===== src/hw/rtl/brt_pkg.sv =====
// Shared request and status codes for the breakpoint range table.
// Also holds the control group that moves between neighboring cells.
// Depends on nothing.
`default_nettype none

package brt_pkg;

   localparam int KIND_W   = 2;
   localparam int STATUS_W = 2;

   localparam logic [KIND_W-1:0] KIND_LOOKUP = 2'd0;
   localparam logic [KIND_W-1:0] KIND_QUERY  = 2'd1;
   localparam logic [KIND_W-1:0] KIND_INSERT = 2'd2;

   localparam logic [STATUS_W-1:0] STATUS_OK      = 2'd0;
   localparam logic [STATUS_W-1:0] STATUS_OVERLAP = 2'd1;
   localparam logic [STATUS_W-1:0] STATUS_FULL    = 2'd2;

   typedef struct packed {
      logic valid;
      logic found;
   } tok_ctl_type;

endpackage

`default_nettype wire


===== src/hw/rtl/brt_cell.sv =====
// One cell of the range chain: holds one stored range and refines the search token.
// Depends on brt_pkg.
`default_nettype none

module brt_cell #(
   parameter int ENTRIES   = 16,
   parameter int ADDR_BITS = 32,
   parameter int SIZE_BITS = 16,
   parameter int IDX       = 0,
   localparam int CNT_W    = $clog2(ENTRIES + 1)
) (
   input  wire                          clock,
   input  wire                          reset,
   input  wire        [CNT_W-1:0]       count,
   input  wire                          wr_en,
   input  wire        [ADDR_BITS-1:0]   wr_base,
   input  wire        [SIZE_BITS-1:0]   wr_size,
   input  wire        [ADDR_BITS:0]     wr_end,
   input  wire        [ADDR_BITS-1:0]   q_addr,
   input  wire        [ADDR_BITS:0]     q_end,
   input  wire                          q_nz,
   input  wire                          lower_vld,
   input  wire        [ADDR_BITS-1:0]   lower,
   input  brt_pkg::tok_ctl_type         tin_ctl,
   input  wire        [ADDR_BITS-1:0]   tin_base,
   input  wire        [SIZE_BITS-1:0]   tin_size,
   input  wire        [CNT_W-1:0]       tin_hits,
   output brt_pkg::tok_ctl_type         tout_ctl,
   output logic       [ADDR_BITS-1:0]   tout_base,
   output logic       [SIZE_BITS-1:0]   tout_size,
   output logic       [CNT_W-1:0]       tout_hits
);

   logic [ADDR_BITS-1:0] base_ff;
   logic [SIZE_BITS-1:0] size_ff;
   logic [ADDR_BITS:0]   end_ff;
   logic                 tvalid_ff;
   logic                 tfound_ff;
   logic                 live;
   logic                 ovl;
   logic                 cand;
   logic                 take;

   assign live = count > CNT_W'(IDX);
   assign ovl  = live && q_nz && (size_ff != '0) &&
                 ({1'b0, q_addr} < end_ff) && ({1'b0, base_ff} < q_end);
   assign cand = ovl && (!lower_vld || (base_ff > lower));
   assign take = cand && (!tin_ctl.found || (base_ff < tin_base));

   always_ff @(posedge clock) begin
      if (wr_en && (count == CNT_W'(IDX))) begin
         base_ff <= wr_base;
         size_ff <= wr_size;
         end_ff  <= wr_end;
      end
      if (reset) begin
         tvalid_ff <= 1'b0;
         tfound_ff <= 1'b0;
      end else begin
         tvalid_ff <= tin_ctl.valid;
         tfound_ff <= tin_ctl.found || take;
      end
      tout_base <= take ? base_ff : tin_base;
      tout_size <= take ? size_ff : tin_size;
      tout_hits <= tin_hits + CNT_W'(cand);
   end

   assign tout_ctl.valid = tvalid_ff;
   assign tout_ctl.found = tfound_ff;

endmodule

`default_nettype wire


===== src/hw/rtl/breakpoint_range_table_top.sv =====
// Breakpoint range table: a chain of ENTRIES cells that a search token walks through.
// A request is registered, then the search token runs from a start register through the
// cell registers in order; the result at the chain's end is registered and then loaded
// into the result outputs, and a result stall delays that load. Each further query result
// starts a new pass once the previous one is loaded. One request is worked on at a time;
// the next is taken once the last result is queued.
// Synchronous reset empties the table; stored ranges are undefined until inserted.
// Depends on brt_pkg and brt_cell.
`default_nettype none

module breakpoint_range_table_top #(
   parameter int ENTRIES   = 16,
   parameter int ADDR_BITS = 32,
   parameter int SIZE_BITS = 16
) (
   input  wire                               clock,
   input  wire                               reset,
   input  wire                               req_valid,
   output logic                              req_ready,
   input  wire        [brt_pkg::KIND_W-1:0]  req_kind,
   input  wire        [ADDR_BITS-1:0]        req_addr,
   input  wire        [SIZE_BITS-1:0]        req_len,
   output logic                              rsp_valid,
   input  wire                               rsp_ready,
   output logic                              rsp_found,
   output logic       [ADDR_BITS-1:0]        rsp_range_base,
   output logic       [SIZE_BITS-1:0]        rsp_range_size,
   output logic       [brt_pkg::STATUS_W-1:0] rsp_status,
   output logic                              rsp_last
);

   localparam int CNT_W = $clog2(ENTRIES + 1);

   typedef enum logic [1:0] {
      ST_IDLE,
      ST_SCAN,
      ST_EMIT
   } state_type;

   state_type                       state_ff;
   logic [brt_pkg::KIND_W-1:0]      kind_ff;
   logic [ADDR_BITS-1:0]            addr_ff;
   logic [SIZE_BITS-1:0]            len_ff;
   logic [ADDR_BITS:0]              end_ff;
   logic                            qnz_ff;
   logic                            lower_vld_ff;
   logic [ADDR_BITS-1:0]            lower_ff;
   logic [CNT_W-1:0]                cnt_ff;
   logic                            start_ff;
   logic                            cont_ff;
   logic                            res_found_ff;
   logic [ADDR_BITS-1:0]            res_base_ff;
   logic [SIZE_BITS-1:0]            res_size_ff;
   logic [brt_pkg::STATUS_W-1:0]    res_status_ff;
   logic                            res_last_ff;
   logic                            rsp_valid_ff;

   brt_pkg::tok_ctl_type            tok_ctl  [0:ENTRIES];
   logic [ADDR_BITS-1:0]            tok_base [0:ENTRIES];
   logic [SIZE_BITS-1:0]            tok_size [0:ENTRIES];
   logic [CNT_W-1:0]                tok_hits [0:ENTRIES];
   logic [ENTRIES-1:0]              tok_live;

   logic                            req_beat;
   logic                            rsp_beat;
   logic                            tail;
   logic                            wr_en;
   logic                            known_kind;
   logic                            load_rsp;
   logic                            launch;
   logic                            more_hits;

   assign req_ready  = (state_ff == ST_IDLE);
   assign req_beat   = req_valid && req_ready;
   assign rsp_beat   = rsp_valid_ff && rsp_ready;
   assign tail       = tok_ctl[ENTRIES].valid;
   assign known_kind = (req_kind == brt_pkg::KIND_LOOKUP) ||
                       (req_kind == brt_pkg::KIND_QUERY) ||
                       (req_kind == brt_pkg::KIND_INSERT);
   assign wr_en      = (state_ff == ST_SCAN) && tail &&
                       (kind_ff == brt_pkg::KIND_INSERT) &&
                       (tok_hits[ENTRIES] == '0) && (cnt_ff != CNT_W'(ENTRIES));
   assign load_rsp   = (state_ff == ST_EMIT) && (!rsp_valid_ff || rsp_ready);
   assign launch     = (req_beat && known_kind) || (load_rsp && cont_ff);
   assign more_hits  = tok_ctl[ENTRIES].found && (kind_ff == brt_pkg::KIND_QUERY) &&
                       (tok_hits[ENTRIES] > CNT_W'(1));

   assign tok_ctl[0].valid = start_ff;
   assign tok_ctl[0].found = 1'b0;
   assign tok_base[0]      = '0;
   assign tok_size[0]      = '0;
   assign tok_hits[0]      = '0;

   for (genvar g = 0; g < ENTRIES; g++) begin : g_cell
      brt_cell #(
         .ENTRIES   (ENTRIES),
         .ADDR_BITS (ADDR_BITS),
         .SIZE_BITS (SIZE_BITS),
         .IDX       (g)
      ) u_cell (
         .clock     (clock),
         .reset     (reset),
         .count     (cnt_ff),
         .wr_en     (wr_en),
         .wr_base   (addr_ff),
         .wr_size   (len_ff),
         .wr_end    (end_ff),
         .q_addr    (addr_ff),
         .q_end     (end_ff),
         .q_nz      (qnz_ff),
         .lower_vld (lower_vld_ff),
         .lower     (lower_ff),
         .tin_ctl   (tok_ctl[g]),
         .tin_base  (tok_base[g]),
         .tin_size  (tok_size[g]),
         .tin_hits  (tok_hits[g]),
         .tout_ctl  (tok_ctl[g+1]),
         .tout_base (tok_base[g+1]),
         .tout_size (tok_size[g+1]),
         .tout_hits (tok_hits[g+1])
      );
      assign tok_live[g] = tok_ctl[g+1].valid;
   end

   always_ff @(posedge clock) begin
      if (reset) begin
         state_ff     <= ST_IDLE;
         cnt_ff       <= '0;
         start_ff     <= 1'b0;
         cont_ff      <= 1'b0;
         rsp_valid_ff <= 1'b0;
         lower_vld_ff <= 1'b0;
      end else begin
         start_ff <= launch;
         if (load_rsp) begin
            rsp_valid_ff <= 1'b1;
         end else if (rsp_beat) begin
            rsp_valid_ff <= 1'b0;
         end
         unique case (state_ff)
            ST_IDLE: begin
               if (req_beat) begin
                  kind_ff      <= req_kind;
                  addr_ff      <= req_addr;
                  len_ff       <= req_len;
                  lower_vld_ff <= 1'b0;
                  cont_ff      <= 1'b0;
                  if (req_kind == brt_pkg::KIND_LOOKUP) begin
                     end_ff <= {1'b0, req_addr} + (ADDR_BITS+1)'(1);
                     qnz_ff <= 1'b1;
                  end else begin
                     end_ff <= {1'b0, req_addr} + (ADDR_BITS+1)'(req_len);
                     qnz_ff <= (req_len != '0);
                  end
                  if (known_kind) begin
                     state_ff <= ST_SCAN;
                  end else begin
                     res_found_ff  <= 1'b0;
                     res_base_ff   <= '0;
                     res_size_ff   <= '0;
                     res_status_ff <= brt_pkg::STATUS_OK;
                     res_last_ff   <= 1'b1;
                     state_ff      <= ST_EMIT;
                  end
               end
            end
            ST_SCAN: begin
               if (tail) begin
                  if (kind_ff == brt_pkg::KIND_INSERT) begin
                     res_found_ff <= 1'b0;
                     res_base_ff  <= '0;
                     res_size_ff  <= '0;
                     res_last_ff  <= 1'b1;
                     if (tok_hits[ENTRIES] != '0) begin
                        res_status_ff <= brt_pkg::STATUS_OVERLAP;
                     end else if (cnt_ff == CNT_W'(ENTRIES)) begin
                        res_status_ff <= brt_pkg::STATUS_FULL;
                     end else begin
                        res_status_ff <= brt_pkg::STATUS_OK;
                        cnt_ff        <= cnt_ff + CNT_W'(1);
                     end
                  end else begin
                     res_found_ff  <= tok_ctl[ENTRIES].found;
                     res_base_ff   <= tok_ctl[ENTRIES].found ? tok_base[ENTRIES] : '0;
                     res_size_ff   <= tok_ctl[ENTRIES].found ? tok_size[ENTRIES] : '0;
                     res_status_ff <= brt_pkg::STATUS_OK;
                     res_last_ff   <= !more_hits;
                     if (more_hits) begin
                        cont_ff      <= 1'b1;
                        lower_vld_ff <= 1'b1;
                        lower_ff     <= tok_base[ENTRIES];
                     end
                  end
                  state_ff <= ST_EMIT;
               end
            end
            ST_EMIT: begin
               if (load_rsp) begin
                  rsp_found      <= res_found_ff;
                  rsp_range_base <= res_base_ff;
                  rsp_range_size <= res_size_ff;
                  rsp_status     <= res_status_ff;
                  rsp_last       <= res_last_ff;
                  if (cont_ff) begin
                     cont_ff  <= 1'b0;
                     state_ff <= ST_SCAN;
                  end else begin
                     state_ff <= ST_IDLE;
                  end
               end
            end
            default: begin
               state_ff <= ST_IDLE;
            end
         endcase
      end
   end

   assign rsp_valid = rsp_valid_ff;

   a_tail_in_scan: assert property (@(posedge clock) disable iff (reset)
      tail |-> (state_ff == ST_SCAN))
      else $error("search token left the chain outside a scan");

   a_count_bound: assert property (@(posedge clock) disable iff (reset)
      cnt_ff <= CNT_W'(ENTRIES))
      else $error("entry count exceeds table depth");

   a_one_token: assert property (@(posedge clock) disable iff (reset)
      $onehot0(tok_live))
      else $error("more than one search token in the chain");

   a_write_grows: assert property (@(posedge clock) disable iff (reset)
      wr_en |=> (cnt_ff == $past(cnt_ff) + CNT_W'(1)))
      else $error("insert did not advance the entry count");

   a_cont_not_last: assert property (@(posedge clock) disable iff (reset)
      (cont_ff && (state_ff == ST_EMIT)) |-> (!res_last_ff && res_found_ff))
      else $error("query continues after a final or empty result");

endmodule

`default_nettype wire


===== config.mk =====
export PLATFORM = sky130hd
export DESIGN_NAME = breakpoint_range_table_top
export DESIGN_NICKNAME = d
export VERILOG_FILES = /design/src/hw/rtl/brt_pkg.sv /design/src/hw/rtl/brt_cell.sv /design/src/hw/rtl/breakpoint_range_table_top.sv
export SDC_FILE = /design/constraint.sdc
export NUM_CORES = 2
export LEC_CHECK = 0
export ABC_CLOCK_PERIOD_IN_PS = 15600
export BUFFER_PORTS_ARGS = -buffer_cell sky130_fd_sc_hd__clkbuf_2
export CORE_MARGIN = 2
export CORE_UTILIZATION = 60
export CTS_BUF_LIST = sky130_fd_sc_hd__clkbuf_2 sky130_fd_sc_hd__clkbuf_4 sky130_fd_sc_hd__clkbuf_8
export DETAILED_ROUTE_END_ITERATION = 12
export PLACE_DENSITY_LB_ADDON = 0.05
export SYNTH_ARGS = -nofsm -noshare
export SYNTH_HDL_FRONTEND = slang
export SYNTH_SLANG_ARGS = --single-unit

===== constraint.sdc =====
create_clock -name clock -period 15.6 [get_ports clock]
set_clock_uncertainty 0.2 [all_clocks]
set_input_delay 3.12 -clock clock [delete_from_list [all_inputs] [get_ports clock]]
set_output_delay 3.12 -clock clock [all_outputs]
set_load 0.02 [all_outputs]

* Word-level counts from Yosys, hierarchy flattened
Cells that the tools add are included.
** Word-level totals
- Flip-flop bits (word level) :: 2403
- Bits of input ports :: 54
- Output and inout port bits :: 54
- Logic and storage cells :: 579
** Cells by class
- Add/subtract/negate cells :: 18
- Order comparisons :: 80
- Equality and inequality tests :: 29
- Mux-type cells :: 75
- Bitwise operators :: 4
- Reductions and logical operators :: 223
** Operators by type and width (number)
- $lt 32x33->1 :: 32
- $mux 32 :: 20
- $gt 32x32->1 :: 16
- $lt 32x32->1 :: 15
- $mux 16 :: 20
- $reduce_bool 16->1 :: 17
- $logic_and 1x1->1 :: 122
- $add 5x1->5 :: 14
- $pmux 32 s2 :: 1
- $logic_or 1x1->1 :: 50
- $eq 5x4->1 const B :: 8
- $gt 5x4->1 const B :: 8
- $add 32x1->33 const B :: 1
- $add 32x16->33 :: 1
- $mux 33 :: 1
- $pmux 16 s2 :: 1
- $eq 5x3->1 const B :: 4
- $gt 5x3->1 const B :: 4
- $mux 2 :: 10
- $reduce_and 5->1 :: 4
- $logic_not 1->1 :: 18
- $mux 1 :: 16
- $gt 5x1->1 const B :: 3
- $eq 5x2->1 const B :: 2
- 22 further kinds :: 41

* Longest topological paths before layout
- Word-level depth :: 8
- Depth in mapped cells :: 13
- Gate-level depth less buffers :: 13

* Hierarchy
Synthesis repeated with hierarchy kept, for this count alone.
** Unflattened totals
- Cell total of the unflattened synthesis :: 11097
- Area, all modules :: 128864.8 um^2
** Modules (own cells, without submodules)
- breakpoint_range_table_top :: times used 1, cells an instance 532, area an instance 8814.7 um^2, sequential area each 6826.5 um^2
- brt_cell at g_cell[9].u_cell :: times used 1, cells an instance 667, area an instance 7557.2 um^2, sequential area each 3533.4 um^2
- brt_cell at g_cell[14].u_cell :: times used 1, cells an instance 667, area an instance 7553.5 um^2, sequential area each 3533.4 um^2
- brt_cell at g_cell[7].u_cell :: times used 1, cells an instance 656, area an instance 7551.0 um^2, sequential area each 3533.4 um^2
- brt_cell at g_cell[1].u_cell :: times used 1, cells an instance 667, area an instance 7543.5 um^2, sequential area each 3533.4 um^2
- brt_cell at g_cell[6].u_cell :: times used 1, cells an instance 655, area an instance 7537.2 um^2, sequential area each 3533.4 um^2
- brt_cell at g_cell[12].u_cell :: times used 1, cells an instance 671, area an instance 7528.5 um^2, sequential area each 3533.4 um^2
- brt_cell at g_cell[10].u_cell :: times used 1, cells an instance 665, area an instance 7521.0 um^2, sequential area each 3533.4 um^2
- brt_cell at g_cell[8].u_cell :: times used 1, cells an instance 663, area an instance 7518.5 um^2, sequential area each 3533.4 um^2
- brt_cell at g_cell[0].u_cell :: times used 1, cells an instance 662, area an instance 7512.2 um^2, sequential area each 3533.4 um^2
- brt_cell at g_cell[5].u_cell :: times used 1, cells an instance 655, area an instance 7497.2 um^2, sequential area each 3533.4 um^2
- brt_cell at g_cell[2].u_cell :: times used 1, cells an instance 660, area an instance 7495.9 um^2, sequential area each 3533.4 um^2
- brt_cell at g_cell[11].u_cell :: times used 1, cells an instance 648, area an instance 7470.9 um^2, sequential area each 3533.4 um^2
- brt_cell at g_cell[15].u_cell :: times used 1, cells an instance 653, area an instance 7469.7 um^2, sequential area each 3533.4 um^2
- 3 more rows

* Worst setup path after synthesis
No wires, ideal clock.
- Path type :: input -> register
- From :: in reset
- To :: reg start_ff
- Setup time :: 0.111 ns
- Arrival time :: 11.943 ns
- Data required time :: 15.289 ns
- Setup slack :: 3.345 ns
- Stages on the path :: 3
- Buffers on the path :: 1
- Cell sequence :: clkbuf_1 -> nor4_1 -> a22o_1
** RTL lines
- start, declared :: line breakpoint_range_table_top.sv:17 : input wire reset,
- end signal, assigned :: line breakpoint_range_table_top.sv:134 : start_ff <= launch;
- end, declared :: line breakpoint_range_table_top.sv:49 : logic start_ff;

* Worst setup path in the final report
- From :: in req_kind[1] in the netlist's numbering
- To :: reg end_ff[26], data pin
** On the way
- Word-level cells in the longest chain between the ends :: 2
** Ends and longest elaborated chain
- start, declared :: line breakpoint_range_table_top.sv:20 : input wire [brt_pkg::KIND_W-1:0] req_kind,
- $logic_not 2->1 :: line breakpoint_range_table_top.sv:148 : if (req_kind == brt_pkg::KIND_LOOKUP) begin
- $mux 33 :: line breakpoint_range_table_top.sv:148
- end signal, assigned :: line breakpoint_range_table_top.sv:149 : end_ff <= {1'b0, req_addr} + (ADDR_BITS+1)'(1);
- end signal, assigned :: line breakpoint_range_table_top.sv:152 : end_ff <= {1'b0, req_addr} + (ADDR_BITS+1)'(req_len);
- end, declared :: line breakpoint_range_table_top.sv:44 : logic [ADDR_BITS:0] end_ff;
No other way between the ends.
A chain may end at the register's enable or synchronous reset.

==> results.md <==
* Relative max-transition margin at 4.83%
* Total GRT Usage at 33.7%
* Worst setup path class: in2reg
* Mapped cell area at 0.122 mm2
* GRT overflow at 0
* Worst reg2reg path startpoint: end_ff[30]$_DFFE_PP_
* Final period util at 37.5%
* Pwr per Cell Area at 97.5 mW/mm2
* Vias at 82428
* Clk sink count at 2397
* Fraction of layout cells with a size suffix above 1 at 16.5%
* Largest cells by area after synthesis: edfxtp_1, ha_1, dfxtp_1
* Die X at 455 um
* Leak at 57.0 nW
* Antenna Nets Post-Route at 0
* FF-to-FF setup slack at 9.92 ns
* Crit start category: input pin
* Worst Tran Pin Value at 1.39 ns
* DRT iter0 DRCs at 6512
* Hold/Removal Path Class: reg2reg
* Drt pass-1 iters at 5
* CP Data Arrival Time at 6.43 ns
* Final Hold Viols at 0
* Synth unique cells at 88
* Ys flop type: edfxtp_1
* Cts repair resizes at 0
* Clk root buf: clkbuf_8
* Syn avg cell area at 12.3 um2
* Async SR Flop Fraction at 0%
* Worst Hold End: rsp_status[1]$_DFFE_PP_
* Number of setup violations in the final report at 0
* Maximum number of pins on one net before global-route repair at 62
* Outcome: finished, final reports clean
* Reg-to-Reg End: g_cell[9].u_cell.tout_base[18]$_DFF_P_
* Post-CTS Setup Inserts at 0
* Average routed wire per standard cell at 26.1 um
* CP dominant cell by count: nor2_1
* Slowest cell on crit path: clkbuf_2
* Sequential cell area fraction in the yosys report at 51.6%
* Area grow syn2layout at 11.5%
* Buf/Inv on CP at 3
* Seq cells post-synth at 2397
* RD Place Congestion at 0.966
* Reg2reg path depth at 11
* Net Count, Synth at 12025
* Hold path cells at 0
* Maximum fanout along the worst path at 15
* Clock Tree Buf Depth at 4
* Die Area at 0.207 mm2
* Post-synth top area cell: edfxtp_1
* Placed Cells at 12827
* Worst path top cell family by delay: compound AO/OA/AOI/OAI gates
* Hold path start: res_status_ff[1]$_SDFFCE_PP0P_
* CTS tree: built
* Max Freq at 171 MHz
* Setup TNS at 0 ns
* RSZ-0062 raised after global routing: no
* Non-Filler Instances at 13578
* Port Buf Inserts at 107
* Number of enable flip-flop cells after synthesis at 1516
* Site Rows at 165
* Cells after Synth at 9951
* Slew Viols, Final at 0
* First-pass GRT wire length at 520000 um
* Core ar. at 0.202 mm2
* Worst-Skew Late Latency at 1.11 ns
* CP endpoint kind: flip-flop
* Initial antenna violation count at 20
* Starting Density at 60.4%
* Hold-fix buffers at CTS at 0
* VDD IR max at 85.8 uV
* CP max stage delay at 0.40 ns
* Die H at 455 um
* Vias per inst at 6.07
* Cells along the critical path: clkbuf_2 > nor2_1 > buf_4 > or2_2 > ha_1 > inv_1 > fa_1 > nor2b_1 > o31a_1 > o211ai_1 > a311oi_1 > nor2_1 > o22a_1 > and3b_1 > xor2_1
* Total clock buffers created by CTS at 411
* Post-DP HPWL at 270000 um
* Vias in the first global route at 85107
* Minimum clock period at 5.85 ns
* Max_cap viols at 0
* Clock transition at the registers of the reported paths at 0.06 ns
* Number of top-level pins at 108
* Crit path required time at 16.18 ns
* Nets at 12642
* Hold Slack at 0.157 ns
* # DRC at 0
* H-Tree Level Count at 5
* WL final at 355000 um
* Area share of the largest cell type after synthesis at 37.2%
* YS warnings at 0
## worst reg2reg max path: stages (launching register included)
cell       delay, ns
edfxtp_1        1.08
inv_1           0.31
buf_4           0.33
ha_1            0.36
nand4b_1        0.28
a2111oi_0       0.23
a2111oi_0       0.82
nand4_1         0.28
a2111oi_2       0.78
nand3_2         0.11
buf_4           0.37
mux2_2          0.41
## area by class of cell
cell class | count | area (um2)
sequential | 2397 | 63200
tap | 2672 | 3340
multi-input combinational | 6339 | 54700
timing repair buffer | 323 | 2150
fill | 14710 | 66000
clock inverter | 135 | 1190
clock buffer | 605 | 7570
inverter | 1096 | 4110
antenna | 11 | 27.5
## metal layers
metal	part of all wire [%]	up-vias	GRT usage [%]
li1	-	38477	-
met4	6.7	2	21.0
met5	0.0034	-	0
met3	6.4	943	5.38
met2	47	2885	56.2
met1	40	40121	41.1
## logic make-up after synthesis
group | after synthesis | synth area share [%]
xor+xnor | 67 | 0.480
fa+ha+maj | 2020 | 20.7
simple gates | 1815 | 7.87
buf+inv | 1215 | 3.84
compound gates | 1716 | 8.79
flops | 2397 | 51.6
mux | 721 | 6.70
## synthesized netlist by cell type, drive strengths merged, types with 61 or more instances
cell type	instances
buf	71
nand2	415
a21oi	655
and2	61
nor2	242
mux2	720
o21ai	323
inv	1096
nand4	295
dfxtp	881
nor2b	99
ha	2019
nand3	198
a211oi	98
edfxtp	1516
a21o	266
nor3	132
nor4	126
## state kept, by name, indices dropped and copies added (netlist names), 5 cells and up
signal / count
addr_ff: 32
cnt_ff: 5
end_ff: 33
g_cell.u_cell.base_ff: 512
g_cell.u_cell.end_ff: 528
g_cell.u_cell.size_ff: 256
g_cell.u_cell.tfound_ff: 16
g_cell.u_cell.tout_base: 512
g_cell.u_cell.tout_hits: 70
g_cell.u_cell.tout_size: 256
g_cell.u_cell.tvalid_ff: 16
len_ff: 16
lower_ff: 32
res_base_ff: 32
res_size_ff: 16
rsp_range_base: 32
rsp_range_size: 16
## layout by cell type, fill, tap and decap left out, drive strengths merged, types with 216 or more instances in the layout
cell | synthesis | final
o21ai | 323 | 323
a21oi | 655 | 655
clkbuf | 48 | 712
buf | 71 | 216
inv | 1096 | 1102
dfxtp | 881 | 881
ha | 2019 | 2019
mux2 | 720 | 720
edfxtp | 1516 | 1516
nand2 | 415 | 415
a21o | 266 | 266
nand4 | 295 | 295
nor2 | 242 | 242
## how the worst max path moves through the flow
| stage | start | to | slack, ns | cells after the start |
|---|---|---|---|---|
| floorplan | reset | start_ff$_SDFF_PP0_ | 3.35 | 3 |
| global placement | req_kind[1] | end_ff[26]$_DFFE_PP_ | 8.70 | 15 |
| detailed placement | req_kind[1] | end_ff[26]$_DFFE_PP_ | 8.75 | 15 |
| CTS | req_kind[1] | end_ff[26]$_DFFE_PP_ | 9.87 | 15 |
| global route | req_kind[1] | end_ff[26]$_DFFE_PP_ | 9.60 | 15 |
| finish | req_kind[1] | end_ff[26]$_DFFE_PP_ | 9.75 | 15 |
## power breakdown
group	switching (mW)	leakage [nW]	internal, mW
clock network	2.56	4.66	3.45
logic	0.352	31.5	0.155
registers	0.0204	20.8	6.74
total	2.94	57.0	10.3
## per-stage QoR
stage	worst slack (ns)	utilization (%)	total power [mW]	cell area [um2]
after floorplan	3.35	-	7.15	122000
after global placement	8.70	63.0	7.37	127000
after detailed placement	8.75	63.0	7.39	128000
after CTS	9.87	67.4	13.4	136000
after global routing	9.60	67.4	13.7	136000
final	9.75	67.4	13.3	136000
Note: power is estimated with default switching activity, not from simulation.
